[config.mk]
export PLATFORM = sky130hd
export DESIGN_NAME = strmq_qaddr
export DESIGN_NICKNAME = d
export VERILOG_FILES = /design/src/strmq_pkg.sv /design/src/strmq_qaddr.sv
export SDC_FILE = /design/constraint.sdc
export NUM_CORES = 1
export LEC_CHECK = 0
export BUFFER_PORTS_ARGS = -buffer_cell sky130_fd_sc_hd__buf_2
export CAP_MARGIN = 5
export CELL_PAD_IN_SITES_DETAIL_PLACEMENT = 0
export CELL_PAD_IN_SITES_GLOBAL_PLACEMENT = 1
export CORE_ASPECT_RATIO = 0.7
export CORE_MARGIN = 2
export CORE_UTILIZATION = 42
export DETAILED_ROUTE_END_ITERATION = 8
export PLACE_DENSITY = 0.95
export SLEW_MARGIN = 20
export SYNTH_ARGS = -nofsm -noshare
export SYNTH_HDL_FRONTEND = slang
export SYNTH_SLANG_ARGS = --single-unit
[constraint.sdc]
create_clock -name vclk -period 30.1
set_input_delay 9.03 -clock vclk [all_inputs]
set_output_delay 9.03 -clock vclk [all_outputs]
set_load 0.05 [all_outputs]
[src/strmq_pkg.sv]
package strmq_pkg;

  localparam int MAX_ELEMENTS  = 1024;
  localparam int ELEMENT_WIDTH = 8;
  localparam int IDX_W         = $clog2(MAX_ELEMENTS);
  localparam int CNT_W         = IDX_W + 1;
  localparam int LEVEL_COUNT   = IDX_W + 1;
  localparam int LVL_W         = $clog2(LEVEL_COUNT);
  localparam int ADDR_W        = LVL_W + IDX_W;
  localparam int DEPTH         = LEVEL_COUNT * MAX_ELEMENTS;

  // request kinds
  localparam logic KIND_LOAD  = 1'b0;
  localparam logic KIND_QUERY = 1'b1;

  typedef logic [ELEMENT_WIDTH-1:0] elem_t;
  typedef logic [ADDR_W-1:0]        addr_t;

  // query decode handed from the address unit to the top level
  typedef struct packed {
    logic  err;
    addr_t addr_a;
    addr_t addr_b;
  } qaddr_t;

  // flat store address of entry idx on level lvl
  function automatic addr_t mk_addr(logic [LVL_W-1:0] lvl, logic [IDX_W-1:0] idx);
    return {lvl, idx};
  endfunction

  function automatic elem_t min2(elem_t a, elem_t b);
    return (a < b) ? a : b;
  endfunction

endpackage

[src/strmq_qaddr.sv]
module strmq_qaddr (
  input  logic [strmq_pkg::IDX_W-1:0] left_i,
  input  logic [strmq_pkg::IDX_W-1:0] right_i,
  input  logic [strmq_pkg::CNT_W-1:0] count_i,
  input  logic                        built_i,
  output strmq_pkg::qaddr_t           qaddr_o
);
  import strmq_pkg::*;

  logic [CNT_W-1:0] len;
  logic [LVL_W-1:0] k;
  logic [CNT_W-1:0] span;
  logic [IDX_W-1:0] idx_b;

  // range check
  assign qaddr_o.err = !built_i || (left_i > right_i) ||
                       ({1'b0, right_i} >= count_i);

  // range length and its floor log2
  assign len = {1'b0, right_i} - {1'b0, left_i} + CNT_W'(1);

  always_comb begin
    k = '0;
    for (int b = 1; b < CNT_W; b++) begin
      if (len[b]) begin
        k = LVL_W'(b);
      end
    end
  end

  // second block ends at right
  assign span  = CNT_W'(1) << k;
  assign idx_b = IDX_W'({1'b0, right_i} - span + CNT_W'(1));

  assign qaddr_o.addr_a = mk_addr(k, left_i);
  assign qaddr_o.addr_b = mk_addr(k, idx_b);

endmodule

==> impl_metrics.env <==
export IMPL_setup_viol=0
export IMPL_pin_count=61
export IMPL_status="completed"
export IMPL_grt_pass1_wl_um=7850
export IMPL_min_path_type="primary input to primary output"
export IMPL_wl_um=4730
export IMPL_rsz0062_at_grt="false"
export IMPL_clkbuf_count=0
export IMPL_cpMostUsedCell="ha_1"
export IMPL_areaGrowthSynthToFinish_pct=13.3
export IMPL_drt_iter0_markers=87
export IMPL_antenna_left=0
export IMPL_mostFrequentLayoutCells="buf_2 (61), ha_1 (56), inv_1 (37), a21oi_1 (14)"
export IMPL_dp_hpwl_um=4220
export IMPL_yosysWarnings=0
export IMPL_cp_max_fo=5
export IMPL_maxCapViolCount=0
export IMPL_num_rows=20
export IMPL_final_common_cell="buf_2"
export IMPL_gp_congestion=0.874
export IMPL_slowest_delay_ns=0.45
export IMPL_portBuffers=61
export IMPL_critPathBufInv=5
export IMPL_cp_top_family="adder cells"
export IMPL_cp_end_kind="primary output"
export IMPL_die_y_um=60.7
export IMPL_period_minus_slack_ns=22.86
export IMPL_cts_resized_gates=0
export IMPL_fin_nets=378
export IMPL_finalSetupTns_ns=0
export IMPL_max_slew_margin_pct=69.0
export IMPL_synth_area_um2=1930
export IMPL_grt_pass1_vias=1731
export IMPL_crit_cells=23
export IMPL_syn_num_nets=330
export IMPL_die_w_um=85.1
export IMPL_post_cts_buffers=0
export IMPL_critical_path_slowest_cell="o311ai_1"
export IMPL_fmax_ghz=0.0437
export IMPL_nFlopsAndLatches=0
export IMPL_wire_per_inst_um=13.9
export IMPL_crit_chain="buf_2, inv_1, ha_1, inv_1, ha_1, fa_1, a21o_1, a21oi_1, xnor2_1, o311ai_1, a31oi_2, and4_1, ha_1, inv_1, ha_1, fa_1, a21oi_1, nor2b_1, o31ai_1, a21oi_1, xnor2_1, xnor2_1, buf_2"
export IMPL_worst_pin_slew_ns=0.462
export IMPL_hold_viol_final=0
export IMPL_track_usage_pct=18.6
export IMPL_post_route_worst_setup_slack_ns=7.24
export IMPL_power_leakage_nw=1.20
export IMPL_n_fill_cell=434
export IMPL_whs_ns=18.37
export IMPL_power_mw=0.0869
export IMPL_antenna_found_initial=0
export IMPL_dp_slack_ns=7.25
export IMPL_synth_area_per_cell_um2=8.05
export IMPL_grt_overflow_total=0
export IMPL_start_util_pct=44.1
export IMPL_drive_gt1_share_pct=26.6
export IMPL_startpoint_type="primary input"
export IMPL_fp_coreArea_um2=4380
export IMPL_critical_path_class="primary input to primary output"
export IMPL_synthDistinctLibCells=54
export IMPL_seqCellArea_um2=0
export IMPL_crit_start="right_i[1]"
export IMPL_routed_via_density=5.31
export IMPL_antenna_cells=0
export IMPL_post_route_period_util_pct=75.9
export IMPL_dr_pass1_iters=4
export IMPL_pwr_density_cell_nw_per_um2=39.7
export IMPL_worstPathArrival_ns=13.83
export IMPL_grt_max_degree=8
export IMPL_synth_seq_area_share_pct=0
export IMPL_post_route_util_pct=50.0
export IMPL_cp_required_ns=21.07
export IMPL_maxSlewViolCount=0
export IMPL_drc=0
export IMPL_ir_drop_uv=22.9
export IMPL_via_count=1811
export IMPL_hold_buffers=0
export IMPL_synth_cells=240
export IMPL_dieArea_um2=5170
export IMPL_crit_end="qaddr_o[9]"
## power by group
group	total [mW]	switching [mW]	internal, mW	leakage (nW)
logic	0.0869	0.0590	0.0279	1.20
registers	0	0	0	0
clock network	0	0	0	0
total	0.0869	0.0590	0.0279	1.20
## layer usage
metal / vias up / global-route usage (%) / share of wire, %
met5: - / 0 / 0
met4: 0 / 0 / 0
met3: 0 / 1.22 / 6.6
met2: 64 / 32.1 / 41
met1: 810 / 27.5 / 52
li1: 937 / - / -
## final cells by class
cell class                 count  area (um^2)  area share [%]
tap                           55         68.8            3.14
multi-input combinational    188         1680            76.6
inverter                      37          139            6.34
timing repair buffer          61          305            13.9
## logic make-up (layout without fill, tap and decap cells)
| family | after synthesis | in the layout | share of synthesized area [%] |
|---|---|---|---|
| xor+xnor | 15 | 15 | 6.80 |
| fa+ha+maj | 58 | 58 | 38.3 |
| buf+inv | 52 | 98 | 13.2 |
| simple gates | 54 | 54 | 17.4 |
| compound gates | 61 | 61 | 24.2 |
## Yosys cell counts (3+ instances only)
cell	number	share of area, %
xnor2_1	9	4.1
inv_1	37	7.2
nand3_1	4	1.0
o21a_1	9	3.5
nor2b_1	6	1.9
nor2_1	9	1.7
o21ai_0	5	1.3
ha_1	56	36
a211oi_1	4	1.6
buf_4	14	5.4
nand4_1	4	1.3
a21oi_1	14	3.6
a21o_1	7	2.7
o211ai_1	3	1.2
xor2_1	6	2.7
nand2_1	8	1.6
## worst min-delay path by stage
stage | depth (start not counted) | startpoint | end
2_1_floorplan | 1 | left_i[0] | qaddr_o[14]
3_3_place_gp | 2 | left_i[0] | qaddr_o[14]
3_5_place_dp | 2 | left_i[0] | qaddr_o[14]
4_1_cts | 2 | left_i[0] | qaddr_o[14]
5_1_grt | 2 | left_i[0] | qaddr_o[14]
6_report | 2 | left_i[0] | qaddr_o[14]
## per-stage QoR
step | area, um^2 | std cells
final | 2190 | 341
after global routing | 2190 | 341
after CTS | 2190 | 341
after detailed placement | 2190 | 341
after global placement | 2190 | 341
after floorplan | 1930 | 240
No activity file was read; power rests on OpenSTA's default activity.
